[config.mk]
export PLATFORM = sky130hd
export DESIGN_NAME = olmp_offset_unit
export DESIGN_NICKNAME = d
export VERILOG_FILES = /design/src/rtl/olmp_pkg.sv /design/src/rtl/olmp_offset_unit.sv
export SDC_FILE = /design/constraint.sdc
export NUM_CORES = 1
export LEC_CHECK = 0
export BUFFER_PORTS_ARGS = -buffer_cell sky130_fd_sc_hd__buf_2
export CORE_MARGIN = 2
export CORE_UTILIZATION = 66
export DETAILED_ROUTE_END_ITERATION = 6
export GPL_ROUTABILITY_DRIVEN = 0
export PLACE_DENSITY = 0.84
export RECOVER_POWER = 50
export SYNTH_ARGS = -nofsm -noshare
export SYNTH_HDL_FRONTEND = slang
export SYNTH_SLANG_ARGS = --single-unit
export TNS_END_PERCENT = 50
[constraint.sdc]
create_clock -name vclk -period 16.5
set_input_delay 2.475 -clock vclk [all_inputs]
set_output_delay 2.475 -clock vclk [all_outputs]
set_load 0.05 [all_outputs]
[src/rtl/olmp_pkg.sv]
// Package for oriented local max pooling: field widths, codes, sequencer states
// and the elaboration-time fixed-point trig used to build the offset coefficients.
// No dependencies.
package olmp_pkg;

    localparam int NUM_ORIENT_DEF       = 16;
    localparam int MAX_SIZE_DEF         = 64;
    localparam int MAX_LOC_SHIFT_DEF    = 7;
    localparam int MAX_ORIENT_SHIFT_DEF = 3;
    localparam int VALUE_WIDTH_DEF      = 16;

    localparam int ORIENT_W    = 4;
    localparam int COORD_W     = 7;
    localparam int SHIFT_W     = 7;
    localparam int LOC_LIM_W   = 3;
    localparam int ORI_LIM_W   = 2;
    localparam int CFG_INDEX_W = 3;
    localparam int CFG_DATA_W  = 7;

    localparam logic [COORD_W-1:0]   WIDTH_RST      = 7'd64;
    localparam logic [COORD_W-1:0]   HEIGHT_RST     = 7'd64;
    localparam logic [LOC_LIM_W-1:0] LOC_LIMIT_RST  = 3'd3;
    localparam logic [ORI_LIM_W-1:0] ORI_LIMIT_RST  = 2'd1;

    localparam int TRIG_W       = 32;
    localparam int Q_FRAC       = 30;
    localparam int TAYLOR_TERMS = 10;

    localparam longint          Q30_ONE   = 64'sd1 << Q_FRAC;
    localparam longint unsigned Q30_ONE_U = 64'd1 << Q_FRAC;
    localparam longint          Q30_HALF  = Q30_ONE / 2;
    localparam longint unsigned PI_Q30    = 64'd3373259426;

    localparam longint unsigned TC_DIV [TAYLOR_TERMS] =
        '{64'd2, 64'd12, 64'd30, 64'd56, 64'd90, 64'd132, 64'd182, 64'd240, 64'd306, 64'd380};
    localparam longint unsigned TS_DIV [TAYLOR_TERMS] =
        '{64'd6, 64'd20, 64'd42, 64'd72, 64'd110, 64'd156, 64'd210, 64'd272, 64'd342, 64'd420};

    typedef enum logic {
        OP_WRITE = 1'b0,
        OP_QUERY = 1'b1
    } op_t;

    typedef enum logic [CFG_INDEX_W-1:0] {
        CFG_WIDTH        = 3'd0,
        CFG_HEIGHT       = 3'd1,
        CFG_LOC_LIMIT    = 3'd2,
        CFG_ORIENT_LIMIT = 3'd3
    } cfg_idx_t;

    typedef enum logic [2:0] {
        S_IDLE,
        S_MUL_X,
        S_MUL_Y,
        S_SCAN,
        S_DRAIN,
        S_DONE
    } state_t;

    typedef struct packed {
        logic signed [63:0] c;
        logic signed [63:0] s;
    } trig_t;

    // fold the angle pi*o/n into the first quarter turn
    function automatic int fold_p(input int o, input int n);
        int p;
        p = o;
        if (2 * p > n)
        begin
            p = n - p;
        end
        return p;
    endfunction

    function automatic int fold_a(input int o, input int n);
        int p;
        p = fold_p(o, n);
        if (4 * p > n)
        begin
            return n - 2 * p;
        end
        return p;
    endfunction

    function automatic int fold_b(input int o, input int n);
        int p;
        p = fold_p(o, n);
        if (4 * p > n)
        begin
            return 2 * n;
        end
        return n;
    endfunction

    // cos and sin in Q30 of an angle xv (Q30 radians) up to pi/4
    function automatic trig_t taylor_q30(input longint unsigned xv);
        longint unsigned x2;
        longint unsigned tc;
        longint unsigned ts;
        longint          sc;
        longint          ss;
        trig_t           r;
        x2 = (xv * xv) >> Q_FRAC;
        tc = Q30_ONE_U;
        ts = xv;
        sc = Q30_ONE;
        ss = longint'(xv);
        for (int k = 1; k <= TAYLOR_TERMS; k++)
        begin
            tc = ((tc * x2) >> Q_FRAC) / TC_DIV[k-1];
            ts = ((ts * x2) >> Q_FRAC) / TS_DIV[k-1];
            if ((k & 1) != 0)
            begin
                sc = sc - longint'(tc);
                ss = ss - longint'(ts);
            end
            else
            begin
                sc = sc + longint'(tc);
                ss = ss + longint'(ts);
            end
        end
        r.c = sc;
        r.s = ss;
        return r;
    endfunction

    // cos and sin of pi*o/n in Q30; xv is the folded angle in Q30 radians
    function automatic trig_t trig_q30(input int o, input int n, input longint unsigned xv);
        int    a;
        int    b;
        bit    neg;
        bit    swp;
        trig_t t;
        trig_t r;
        neg = (2 * o > n);
        swp = (4 * fold_p(o, n) > n);
        a   = fold_a(o, n);
        b   = fold_b(o, n);
        if (a == 0)
        begin
            t.c = Q30_ONE;
            t.s = '0;
        end
        else
        begin
            t = taylor_q30(xv);
            if (6 * a == b)
            begin
                t.s = Q30_HALF;
            end
        end
        if (swp)
        begin
            r.c = t.s;
            r.s = t.c;
        end
        else
        begin
            r = t;
        end
        if (neg)
        begin
            r.c = -r.c;
        end
        return r;
    endfunction

endpackage

[src/rtl/olmp_offset_unit.sv]
// Shared offset unit: per-orientation cos/sin coefficient table built at
// elaboration and one multiply with round-half-up to a pixel offset.
// Depends on olmp_pkg.
module olmp_offset_unit
    import olmp_pkg::*;
#(
    parameter int NUM_ORIENT    = NUM_ORIENT_DEF,
    parameter int MAX_LOC_SHIFT = MAX_LOC_SHIFT_DEF
)
(
    input  logic                                  sel_sin,
    input  logic [$clog2(NUM_ORIENT)-1:0]         orient_idx,
    input  logic signed [$clog2(MAX_LOC_SHIFT+1):0] step,
    output logic signed [$clog2(MAX_LOC_SHIFT+1):0] offset
);

    localparam int D_W    = $clog2(MAX_LOC_SHIFT + 1) + 1;
    localparam int PROD_W = TRIG_W + D_W;
    localparam logic signed [PROD_W-1:0] HALF = PROD_W'(1) << (Q_FRAC - 1);

    logic signed [TRIG_W-1:0] cos_tab [NUM_ORIENT];
    logic signed [TRIG_W-1:0] sin_tab [NUM_ORIENT];
    logic signed [TRIG_W-1:0] coef;
    logic signed [PROD_W-1:0] step_ext;
    logic signed [PROD_W-1:0] coef_ext;
    logic signed [PROD_W-1:0] prod;
    logic signed [PROD_W-1:0] rsum;

    for (genvar o = 0; o < NUM_ORIENT; o++)
    begin : g_trig
        localparam int              FA = fold_a(o, NUM_ORIENT);
        localparam int              FB = fold_b(o, NUM_ORIENT);
        localparam longint unsigned XV = (PI_Q30 * 64'(FA)) / 64'(FB);
        localparam trig_t           TV = trig_q30(o, NUM_ORIENT, XV);
        assign cos_tab[o] = TRIG_W'(TV.c);
        assign sin_tab[o] = TRIG_W'(TV.s);
    end

    assign coef     = sel_sin ? sin_tab[orient_idx] : cos_tab[orient_idx];
    assign step_ext = PROD_W'(step);
    assign coef_ext = PROD_W'(coef);
    assign prod     = step_ext * coef_ext;
    assign rsum     = prod + HALF;
    assign offset   = rsum[Q_FRAC +: D_W];

endmodule

**Word level (Yosys, flattened, before mapping)**

Memories as Yosys holds them, arrays and structs flattened.
Cells that the tools add are included.

- Bits in registers: 0
- Bits in read-only memories: 1,024
- Bits of input ports: 9
- Output and inout port bits: 4
- Word-level logic and storage cells: 11
- Memories kept: 2

- Add/sub/neg operators: 1
- Multipliers: 1
- Magnitude comparators: 1
- Muxes and demuxes: 5
- Bitwise logic cells: 1

Memory list:

| name | words | bits a word | rd ports | clocked after Yosys merged registers in | write ports | RTL line | RTL |
|---|---|---|---|---|---|---|---|
| (no name shown) | 16 | 32 | 1 | 0 | 0 | olmp_offset_unit.sv:39 | `assign coef = sel_sin ? sin_tab[orient_idx] : cos_tab[orient_idx];` |
| (no name shown) | 16 | 32 | 1 | 0 | 0 | olmp_offset_unit.sv:39 |  |

Operators with widths:

| operator | count |
|---|---|
| $mux W32 | 5 |
| $add A34 B31 Y34 const B | 1 |
| $mul A4 B32 Y34 | 1 |
| $ge A5 B5 Y1 const B | 1 |
| $not A4 Y5 | 1 |

**Depth between registers and ports, before layout**

Gate-level depths: netlist of run 1.

- Word-level depth: 7
- Gate-level depth with buffers: 21
- Depth with buffers taken out: 20

**Least setup slack after synthesis of run 1**

OpenSTA, ideal clock, no wires.

- Kind: input -> output
- From: in orient_idx[1]
- To: out offset[0]
- Data arrival time: 7,863 ps
- Data required time: 14,025 ps
- Slack: 6,162 ps
- Stages on the path: 19
- Cell sequence: buf_2 inv_1 ha_1 clkbuf_1 inv_1 o21ai_0 mux4_2 and2_1 fa_1 fa_1 ha_1 ha_1 and3_1 a221oi_1 o211ai_1 a21o_1 nand2_1 nand2_1 a221oi_1

- Longest elaborated chain between the ends: 7
- Elaborated cells between the ends (all ways): 10
- Those cells by class: 1 x add/sub; 1 x mul; 5 x mux; 1 x bitwise; 2 x memory

Ends and longest elaborated chain:

| what | RTL line | RTL |
|---|---|---|
| start: declaration | olmp_offset_unit.sv:12 | `input logic [$clog2(NUM_ORIENT)-1:0] orient_idx,` |
| $not A4 Y5 (not written as such) (*) | olmp_offset_unit.sv:39 |  |
| $mem_v2 Z16 W32 | -- |  |
| $mux W32 (not written as such) (2 in a row) | olmp_offset_unit.sv:39 |  |
| $mux W32 (*) | olmp_offset_unit.sv:39 |  |
| $mul A4 B32 Y34 (*) | olmp_offset_unit.sv:42 | `assign prod = step_ext * coef_ext;` |
| $add A34 B31 Y34 (*) | olmp_offset_unit.sv:43 | `assign rsum = prod + HALF;` |
| end: declaration | olmp_offset_unit.sv:14 | `output logic signed [$clog2(MAX_LOC_SHIFT+1):0] offset` |

Every way passes the cells marked *; elsewhere a longest branch is shown, timed or not. The select of a mux whose other input is x is not followed.

**Final worst setup path of run 1**

- From: in orient_idx[2]
- To: out offset[2]

The elaborated chain is that of the path after synthesis.

==> results of run 1 <==
==> per-stage QoR <==
stage               cells  utilization, %  setup WS, ns  hold slack (ns)  cell area (um2)
global route          657           68.53         4.294            6.103             4656
finish                657           68.53         4.958            6.022             4656
global placement      657           68.56         5.978            6.022             4658
CTS                   657           68.56         6.028            6.018             4658
floorplan             583               -         6.162            5.644             4613
detailed placement    657           68.56         6.042            6.017             4658
==> critical path: cells and delay by family <==
kind                       cells  cell delay, ns
buffers and inverters          4            2.22
AOI/OAI and AO/OA              6            1.80
adders and majority gates      4            1.71
and+or+nand+nor                4            0.71
xor gates and xnor gates       1            0.15
==> cell families after synthesis <==
family,after synthesis
AND/OR/NAND/NOR,237
AO/OA/AOI/OAI,141
adder cells (fa/ha/maj),130
buffers and inverters,59
XOR/XNOR,10
multiplexers,6
==> power by group <==
group,internal [mW],switching (mW)
combinational,0.150,0.231
sequential,0,0
clock,0,0
total,0.150,0.231
==> Yosys cell counts (5+ instances only) <==
master and instances:
sky130_fd_sc_hd__a21oi_1 42, sky130_fd_sc_hd__o22ai_1 5, sky130_fd_sc_hd__and2_1 68, sky130_fd_sc_hd__nor2b_1 9, sky130_fd_sc_hd__o21ai_0 31, sky130_fd_sc_hd__nand2b_1 8
sky130_fd_sc_hd__a31oi_1 6, sky130_fd_sc_hd__nand3_1 8, sky130_fd_sc_hd__fa_1 61, sky130_fd_sc_hd__xnor2_1 9, sky130_fd_sc_hd__clkbuf_1 24, sky130_fd_sc_hd__nand2_1 48
sky130_fd_sc_hd__nor2_1 67, sky130_fd_sc_hd__o211ai_1 9, sky130_fd_sc_hd__ha_1 69, sky130_fd_sc_hd__nor3_1 12, sky130_fd_sc_hd__inv_1 23, sky130_fd_sc_hd__a21o_1 9
sky130_fd_sc_hd__buf_1 6, sky130_fd_sc_hd__and3_1 7, sky130_fd_sc_hd__a211oi_1 6
==> cell type report <==
| type | count | area, um2 | share of cell area, % |
|---|---|---|---|
| Multi-Input combinational cell | 524 | 4383 | 94.14 |
| Tap cell | 96 | 120.1 | 2.580 |
| Inverter | 24 | 90.09 | 1.935 |
| Timing Repair Buffer | 13 | 62.56 | 1.344 |
==> metal layers <==
metal	wire, um	share of wire [%]
met1	4622	41
met2	5418	48
met3	761	6.8
met4	460	4.1
met5	0	0
==> worst paths after layout <==
check | startpoint | end | slack [ns] | cells after the start
setup / recovery | orient_idx[2] | offset[2] | 4.96 | 19
hold / removal | step[1] | offset[3] | 6.02 | 7
==> impl_metrics.py, run 1 <==
metrics = {
    "die": {
        "total_i_o_pin_count": 13,
        "area_of_the_die_um2": 7675,
        "initial_core_util_pct": 67.90,
        "row_count": 30,
        "fp.dieH_um": 87.61,
        "fp.dieW_um": 87.61,
        "core-area_um2": 6794,
    },
    "yosys": {
        "dominant_combinational_cell_family_by_area_after_synthesis": "adder cells",
        "yosys-top-cells-area": "sky130_fd_sc_hd__fa_1, sky130_fd_sc_hd__ha_1, sky130_fd_sc_hd__and2_1",
        "post_synth_and_or_nand_nor_area_fraction_pct": 25.66,
        "synth_compound_gate_area_share_pct": 19.72,
        "muxShareOfSynthArea_pct": 2.387,
        "yosysWarnings": 0,
        "yosysTopAreaCellShare_pct": 26.47,
        "synth_cell_type_count": 55,
        "post_synth.cell_area_avg_um2": 7.913,
        "synth_area_leader_cell": "sky130_fd_sc_hd__fa_1",
        "arithmetic_cell_share_of_the_synthesized_area_counting_full_adders_half_adders_and_majority_gates_pct": 45.19,
        "synth_seq_area_share_pct": 0,
        "syn_inst": 583,
        "yosys.area_share.xor_xnor_pct": 2.061,
        "syn_area_um2": 4613,
        "synthesis.nets": 722,
    },
    "sta": {
        "setup-violations-final": 0,
        "max_slew.worst_pin.slew_ns": 1.834,
        "slew_violations": 49,
        "final_hold_viol_count": 0,
        "max_clock_freq_mhz": 86.64,
        "finalCritPeriodShare_pct": 69.95,
        "setup-tns-final_ns": 0,
        "slew-limit-headroom_pct": -22.27,
        "unrepaired_setup_endpoints_after_global_routing": "false",
        "period_minus_slack_ns": 11.54,
    },
    "worst_setup_path": {
        "crit_arrival_ns": 9.07,
        "worst_setup_path_start_kind": "input pin",
        "crit_path_max_incr_delay_ns": 1.29,
        "worst_path_max_delay_cell": "sky130_fd_sc_hd__clkbuf_1",
        "setup.worst_path.end_class": "output port",
        "cell_occurring_most_often_along_the_worst_timing_path": "sky130_fd_sc_hd__fa_1",
        "crit_chain": "clkbuf_1 -> inv_1 -> nand2_1 -> a21oi_1 -> a211oi_1 -> a21oi_1 -> nand2b_1 -> fa_1 -> inv_1 -> fa_1 -> fa_1 -> ha_1 -> nand2_1 -> nor2_1 -> a2111oi_0 -> o21ai_0 -> a2111oi_2 -> xnor2_1 -> buf_2",
        "critical_path_peak_fanout": 48,
        "crit_type": "input pin to output port",
        "worst_ep_required_time_ns": 14.03,
    },
    "hold_path": {
        "min_path_type": "input pin to output port",
    },
    "grt": {
        "grt_pass1_vias": 4000,
        "met2_usage_pct": 50.28,
        "grt_antenna_before_repair": 0,
        "groute.usage.overall_pct": 30.51,
        "use_met3_pct": 1.414,
        "maximum_number_of_pins_on_one_net_before_global_route_repair": 55,
        "top_usage_layer": "met2",
        "use_met1_pct": 43.54,
        "globalRoute.totalOverflow": 0,
        "wire_length_of_the_first_global_routing_pass_um": 18870,
    },
    "drt": {
        "drcViolationCount": 3,
        "vias": 4259,
        "via_per_inst": 6.482,
        "routed_length_per_instance_um": 17.14,
        "drt_first_iter_violations": 422,
        "drtPass1Iterations": 7,
        "drt_wl_total_um": 11260,
        "drt.antenna.violating_nets": 0,
    },
    "final_layout": {
        "layout_filler_cell_count": 575,
        "sequential_cell_total": 0,
        "post_route_cells_drive_above_1_share_pct": 4.278,
        "finish.net_count": 702,
        "flow.area_growth_from_synthesis_pct": 0.9223,
        "final.clkbuf_count": 0,
        "layout.area.seq_um2": 0,
        "antennaDiodeCount": 0,
        "commonest_non_fill_non_tap_cell_in_the_layout": "sky130_fd_sc_hd__ha_1",
        "final_cell_mix": "sky130_fd_sc_hd__ha_1, sky130_fd_sc_hd__and2_1, sky130_fd_sc_hd__nor2_1",
    },
    "power_and_ir_drop": {
        "finalPower_uw": 380.1,
        "powerDensity_nw_per_um2": 81.65,
        "power.static_leakage_nw": 2.193,
        "vdd_drop_max_v": 0.0001163,
    },
    "run_status": {
        "failed_checks": "design-rule violations, max-capacitance violations, max-slew violations",
        "run_status": "finished, violations left",
    },
    "clock_network": {
        "cts_hold_buf": 0,
        "post_cts_buffers": 0,
        "post_cts_resized": 0,
    },
    "flow_run": {
        "max_cap_violations": 1,
    },
    "placement": {
        "port_buffers": 13,
        "dpl.hpwl_um": 9197,
    },
}
No activity file was read; power rests on OpenSTA's default activity.
==> inputs of run 2 (changes only) <==
==> constraint.sdc (replaced) <==
create_clock -name vclk -period 11.47
set_input_delay 1.7205 -clock vclk [all_inputs]
set_output_delay 1.7205 -clock vclk [all_outputs]
set_load 0.05 [all_outputs]
==> run 2 against run 1 <==
  * The flow now finishes without violations
  * Clock-buffer cell count unchanged
  * Worst hold slack worse by 1.5 ns
  * Critical path depth decreased by 1
  * Largest power group unchanged
  * Combinational power increased by 44%
  * Cell count is the same
  * Core utilization about the same
  * Setup slack worse by 2.6 ns
  * Die area did not move
  * Wire length increased by 1.3%
  * Highest routed layer unchanged
  * Non-clock buffer count unchanged
==> impl_metrics.py, run 2 (synthesized netlist as in run 1, its figures left out) <==
metrics = {
    "run_status": {
        "run_status": "finished, final reports clean",
    },
    "die": {
        "area_of_the_die_um2": 7675,
        "total_i_o_pin_count": 13,
        "row_count": 30,
        "initial_core_util_pct": 67.90,
        "fp.dieW_um": 87.61,
        "core-area_um2": 6794,
        "fp.dieH_um": 87.61,
    },
    "final_layout": {
        "post_route_cells_drive_above_1_share_pct": 4.456,
        "sequential_cell_total": 0,
        "layout_filler_cell_count": 573,
        "finish.net_count": 702,
        "final_cell_mix": "sky130_fd_sc_hd__ha_1, sky130_fd_sc_hd__and2_1, sky130_fd_sc_hd__nor2_1",
        "final.clkbuf_count": 0,
        "commonest_non_fill_non_tap_cell_in_the_layout": "sky130_fd_sc_hd__ha_1",
        "layout.area.seq_um2": 0,
        "flow.area_growth_from_synthesis_pct": 0.9494,
        "antennaDiodeCount": 0,
        "layoutNonFillerInstCount": 657,
    },
    "sta": {
        "setup-tns-final_ns": 0,
        "period_minus_slack_ns": 9.145,
        "finalCritPeriodShare_pct": 79.73,
        "unrepaired_setup_endpoints_after_global_routing": "false",
        "max_slew.worst_pin.slew_ns": 0.9047,
        "final_hold_viol_count": 0,
        "slew-limit-headroom_pct": 38.13,
        "slew_violations": 0,
        "max_clock_freq_mhz": 109.3,
        "setup-violations-final": 0,
    },
    "drt": {
        "drt.antenna.violating_nets": 0,
        "drt_wl_total_um": 11410,
        "via_per_inst": 6.362,
        "routed_length_per_instance_um": 17.36,
        "drcViolationCount": 0,
        "drtPass1Iterations": 5,
        "vias": 4180,
        "drt_first_iter_violations": 435,
    },
    "grt": {
        "wire_length_of_the_first_global_routing_pass_um": 19180,
        "groute.usage.overall_pct": 31.14,
        "grt_pass1_vias": 4106,
        "globalRoute.totalOverflow": 0,
        "maximum_number_of_pins_on_one_net_before_global_route_repair": 55,
        "grt_antenna_before_repair": 0,
    },
    "placement": {
        "port_buffers": 13,
        "dpl.hpwl_um": 9291,
        "place_inst": 657,
    },
    "hold_path": {
        "min_path_type": "input pin to output port",
    },
    "power_and_ir_drop": {
        "powerDensity_nw_per_um2": 117.4,
        "vdd_drop_max_v": 0.0001654,
        "power.static_leakage_nw": 2.196,
        "finalPower_uw": 546.7,
    },
    "worst_setup_path": {
        "worst_ep_required_time_ns": 9.75,
        "crit_arrival_ns": 7.42,
        "setup.worst_path.end_class": "output port",
        "crit_type": "input pin to output port",
        "worst_setup_path_start_kind": "input pin",
        "critical_path_peak_fanout": 48,
    },
    "clock_network": {
        "post_cts_resized": 0,
        "post_cts_buffers": 0,
        "cts_hold_buf": 0,
    },
    "flow_run": {
        "max_cap_violations": 0,
    },
}
[run 2: cell count changes in the layout (fill, tap and decap cells not counted), sizes merged]
cell / previous run / this run
buf: 11 / 12
clkbuf: 2 / 1
[run 2: path summary, 6_finish.rpt]
path	start	endpoint	slack, ns	cells after the start
worst max-delay path	orient_idx[2]	offset[2]	2.32	18
worst min-delay path	step[1]	offset[3]	4.55	7
[run 2: area by class of cell]
cell class                      instances  area, um2  share of cell area [%]
Multi-Input combinational cell        524       4383                   94.12
Tap cell                               96      120.1                   2.579
Inverter                               24      90.09                   1.934
Timing Repair Buffer                   13      63.81                   1.370
[run 2: power breakdown]
group          leakage [nW]  internal (mW)  switching (mW)
Combinational          2.20          0.215           0.332
Clock                     0              0               0
Sequential                0              0               0
Total                  2.20          0.215           0.332
[run 2: worst max-delay path, stage by stage]
cell and delay [ns]:
sky130_fd_sc_hd__buf_2 0.61, sky130_fd_sc_hd__inv_1 0.43, sky130_fd_sc_hd__nand2_1 0.30, sky130_fd_sc_hd__a21oi_1 0.09
sky130_fd_sc_hd__a21o_1 0.19, sky130_fd_sc_hd__a21oi_1 0.36, sky130_fd_sc_hd__and2_1 0.21, sky130_fd_sc_hd__fa_1 0.43
sky130_fd_sc_hd__fa_1 0.45, sky130_fd_sc_hd__ha_1 0.29, sky130_fd_sc_hd__ha_1 0.33, sky130_fd_sc_hd__a21oi_1 0.15
sky130_fd_sc_hd__nor2_1 0.07, sky130_fd_sc_hd__a2111oi_0 0.78, sky130_fd_sc_hd__o21ai_0 0.27, sky130_fd_sc_hd__a2111oi_2 0.29
sky130_fd_sc_hd__xnor2_1 0.16, sky130_fd_sc_hd__buf_2 0.28
[run 2: metal layers]
metal | global-route usage (%) | share of wire (%)
met5 | 0 | 0
met4 | 9.650 | 3.7
met3 | 2.356 | 6.6
met2 | 52.55 | 48
met1 | 42.90 | 42
[run 2: through the flow]
step	instance area (um2)	hold slack, ns	util, %	worst slack, ns
after floorplan	4613	4.135	-	2.641
after global placement	4658	4.513	68.56	2.458
after detailed placement	4658	4.525	68.56	2.476
after CTS	4658	4.531	68.56	2.462
after global routing	4657	4.586	68.55	1.881
final	4657	4.554	68.55	2.325
==> inputs of run 3 (changes only) <==
--- a/config.mk
+++ b/config.mk
@@ -7,10 +7,10 @@
 export LEC_CHECK = 0
 export BUFFER_PORTS_ARGS = -buffer_cell sky130_fd_sc_hd__buf_2
 export CORE_MARGIN = 2
-export CORE_UTILIZATION = 66
+export CORE_UTILIZATION = 61
 export DETAILED_ROUTE_END_ITERATION = 6
 export GPL_ROUTABILITY_DRIVEN = 0
-export PLACE_DENSITY = 0.84
+export PLACE_DENSITY = 0.81
 export RECOVER_POWER = 50
 export SYNTH_ARGS = -nofsm -noshare
 export SYNTH_HDL_FRONTEND = slang
==> constraint.sdc (replaced) <==
create_clock -name vclk -period 8
set_input_delay 1.2 -clock vclk [all_inputs]
set_output_delay 1.2 -clock vclk [all_outputs]
set_load 0.05 [all_outputs]
==> run 3 against run 2 <==
  * Worst hold slack got worse by 0.97 ns
  * Setup slack got worse by 2.0 ns
  * First-iteration DRC count increased by 4.4%
  * Clock-buffer cell count unchanged
  * Flip-flop and latch count unchanged
  * Design area increased by 1.9%
  * Via count increased by 3.8%
  * Total power increased by 48%
  * Critical endpoint is now offset[0]
==> impl_metrics.py, run 3 (synthesized netlist as in run 1, its figures left out) <==
metrics = {
    "run_status": {
        "run_status": "finished, final reports clean",
    },
    "worst_setup_path": {
        "setup.worst_path.end_class": "output port",
        "crit_type": "input pin to output port",
        "worst_setup_path_start_kind": "input pin",
        "crit_arrival_ns": 6.46,
        "worst_ep_required_time_ns": 6.80,
        "critical_path_peak_fanout": 15,
    },
    "die": {
        "core-area_um2": 7292,
        "fp.dieH_um": 90.97,
        "row_count": 31,
        "total_i_o_pin_count": 13,
        "fp.dieW_um": 90.97,
        "initial_core_util_pct": 63.26,
        "area_of_the_die_um2": 8275,
    },
    "drt": {
        "drt.antenna.violating_nets": 0,
        "drcViolationCount": 0,
        "drtPass1Iterations": 6,
        "drt_wl_total_um": 12190,
        "vias": 4337,
        "drt_first_iter_violations": 454,
        "routed_length_per_instance_um": 18.20,
        "via_per_inst": 6.473,
    },
    "final_layout": {
        "finish.utilization_pct": 65.10,
        "sequential_cell_total": 0,
        "finalInstanceArea_um2": 4747,
        "antennaDiodeCount": 0,
        "multi_input_comb_area_um2": 4393,
        "post_route_cells_drive_above_1_share_pct": 6.830,
        "finish.net_count": 712,
        "flow.area_growth_from_synthesis_pct": 2.902,
        "final_cell_mix": "sky130_fd_sc_hd__and2_1, sky130_fd_sc_hd__ha_1, sky130_fd_sc_hd__nor2_1",
        "layoutNonFillerInstCount": 670,
        "layout.area.seq_um2": 0,
        "layout_filler_cell_count": 663,
        "final.clkbuf_count": 0,
    },
    "hold_path": {
        "min_path_type": "input pin to output port",
    },
    "power_and_ir_drop": {
        "seqPwrFrac_pct": 0,
        "vdd_drop_max_v": 0.0001378,
        "share_clk_of_total_power_pct": 0,
        "combinational_cell_fraction_of_total_power_pct": 100.0,
        "sw_frac_of_total_pct": 60.54,
        "p_int_uw": 319.4,
        "powerDensity_nw_per_um2": 170.5,
        "power.static_leakage_nw": 2.247,
        "net-switching-power_uw": 490.0,
    },
    "placement": {
        "dpl.hpwl_um": 9852,
        "port_buffers": 13,
        "placed_cell_area_um2": 4737,
        "place_inst": 670,
    },
    "sta": {
        "setup-violations-final": 0,
        "slew_violations": 0,
        "slew-limit-headroom_pct": 56.43,
        "setup-tns-final_ns": 0,
        "max_slew.worst_pin.slew_ns": 0.6515,
        "final_hold_viol_count": 0,
        "finalCritPeriodShare_pct": 95.69,
        "period_minus_slack_ns": 7.655,
        "max_clock_freq_mhz": 130.6,
        "unrepaired_setup_endpoints_after_global_routing": "false",
    },
    "grt": {
        "grt_pass1_vias": 4235,
        "maximum_number_of_pins_on_one_net_before_global_route_repair": 39,
        "globalRoute.totalOverflow": 0,
        "wire_length_of_the_first_global_routing_pass_um": 20710,
        "grt_antenna_before_repair": 0,
        "groute.usage.overall_pct": 30.14,
    },
    "clock_network": {
        "cts_hold_buf": 0,
        "post_cts_resized": 0,
        "post_cts_buffers": 0,
    },
    "flow_run": {
        "max_cap_violations": 0,
    },
}
-- run 3: stage by stage --
stage	worst slack (ns)	hold WS, ns	total power [mW]
after CTS	0.3056	3.511	0.8027
after detailed placement	0.2970	3.508	0.7934
after global placement	0.3894	3.490	0.7637
after floorplan	0.2120	3.094	0.6089
after global routing	0.00005151	3.652	0.9079
final	0.3446	3.584	0.8095
-- run 3: area by class of cell --
type	instances	area share, %
multi-input cells	524	92.54
repair buffers	23	2.952
well taps	99	2.609
inverters	24	1.898
-- run 3: worst paths after layout --
path	from	endpoint	slack, ns	depth (start not counted)
min	step[1]	offset[3]	3.58	7
max	orient_idx[1]	offset[0]	0.34	19
-- run 3: routing by layer --
metal | share of wire (%) | routed length [um] | GRT usage [%] | vias to the layer above
met5 | 0 | 0 | 0 | -
met4 | 3.1 | 374 | 7.955 | 0
met3 | 7.1 | 866 | 1.577 | 38
met2 | 47 | 5739 | 49.63 | 218
met1 | 43 | 5213 | 43.49 | 2068
li1 | - | - | - | 2013
-- run 3: power groups by stage --
stage / logic (mW) / registers, mW / clock network [mW]
floorplan: 0.609 / 0 / 0
global placement: 0.764 / 0 / 0
detailed placement: 0.793 / 0 / 0
CTS: 0.803 / 0 / 0
global route: 0.908 / 0 / 0
finish: 0.809 / 0 / 0
-- run 3: worst max-delay path, cell delays in order --
cell,delay (ns)
sky130_fd_sc_hd__buf_2,0.26
sky130_fd_sc_hd__inv_1,0.22
sky130_fd_sc_hd__ha_2,0.52
sky130_fd_sc_hd__nor2b_1,0.12
sky130_fd_sc_hd__o21bai_1,0.18
sky130_fd_sc_hd__mux4_2,0.51
sky130_fd_sc_hd__and2_1,0.20
sky130_fd_sc_hd__fa_1,0.50
sky130_fd_sc_hd__fa_1,0.49
sky130_fd_sc_hd__ha_1,0.32
sky130_fd_sc_hd__ha_1,0.35
sky130_fd_sc_hd__and3_1,0.20
sky130_fd_sc_hd__a221oi_1,0.27
sky130_fd_sc_hd__o211ai_1,0.12
sky130_fd_sc_hd__a21o_1,0.20
sky130_fd_sc_hd__or3b_1,0.36
sky130_fd_sc_hd__mux2i_1,0.14
sky130_fd_sc_hd__a221oi_1,0.06
sky130_fd_sc_hd__buf_2,0.23
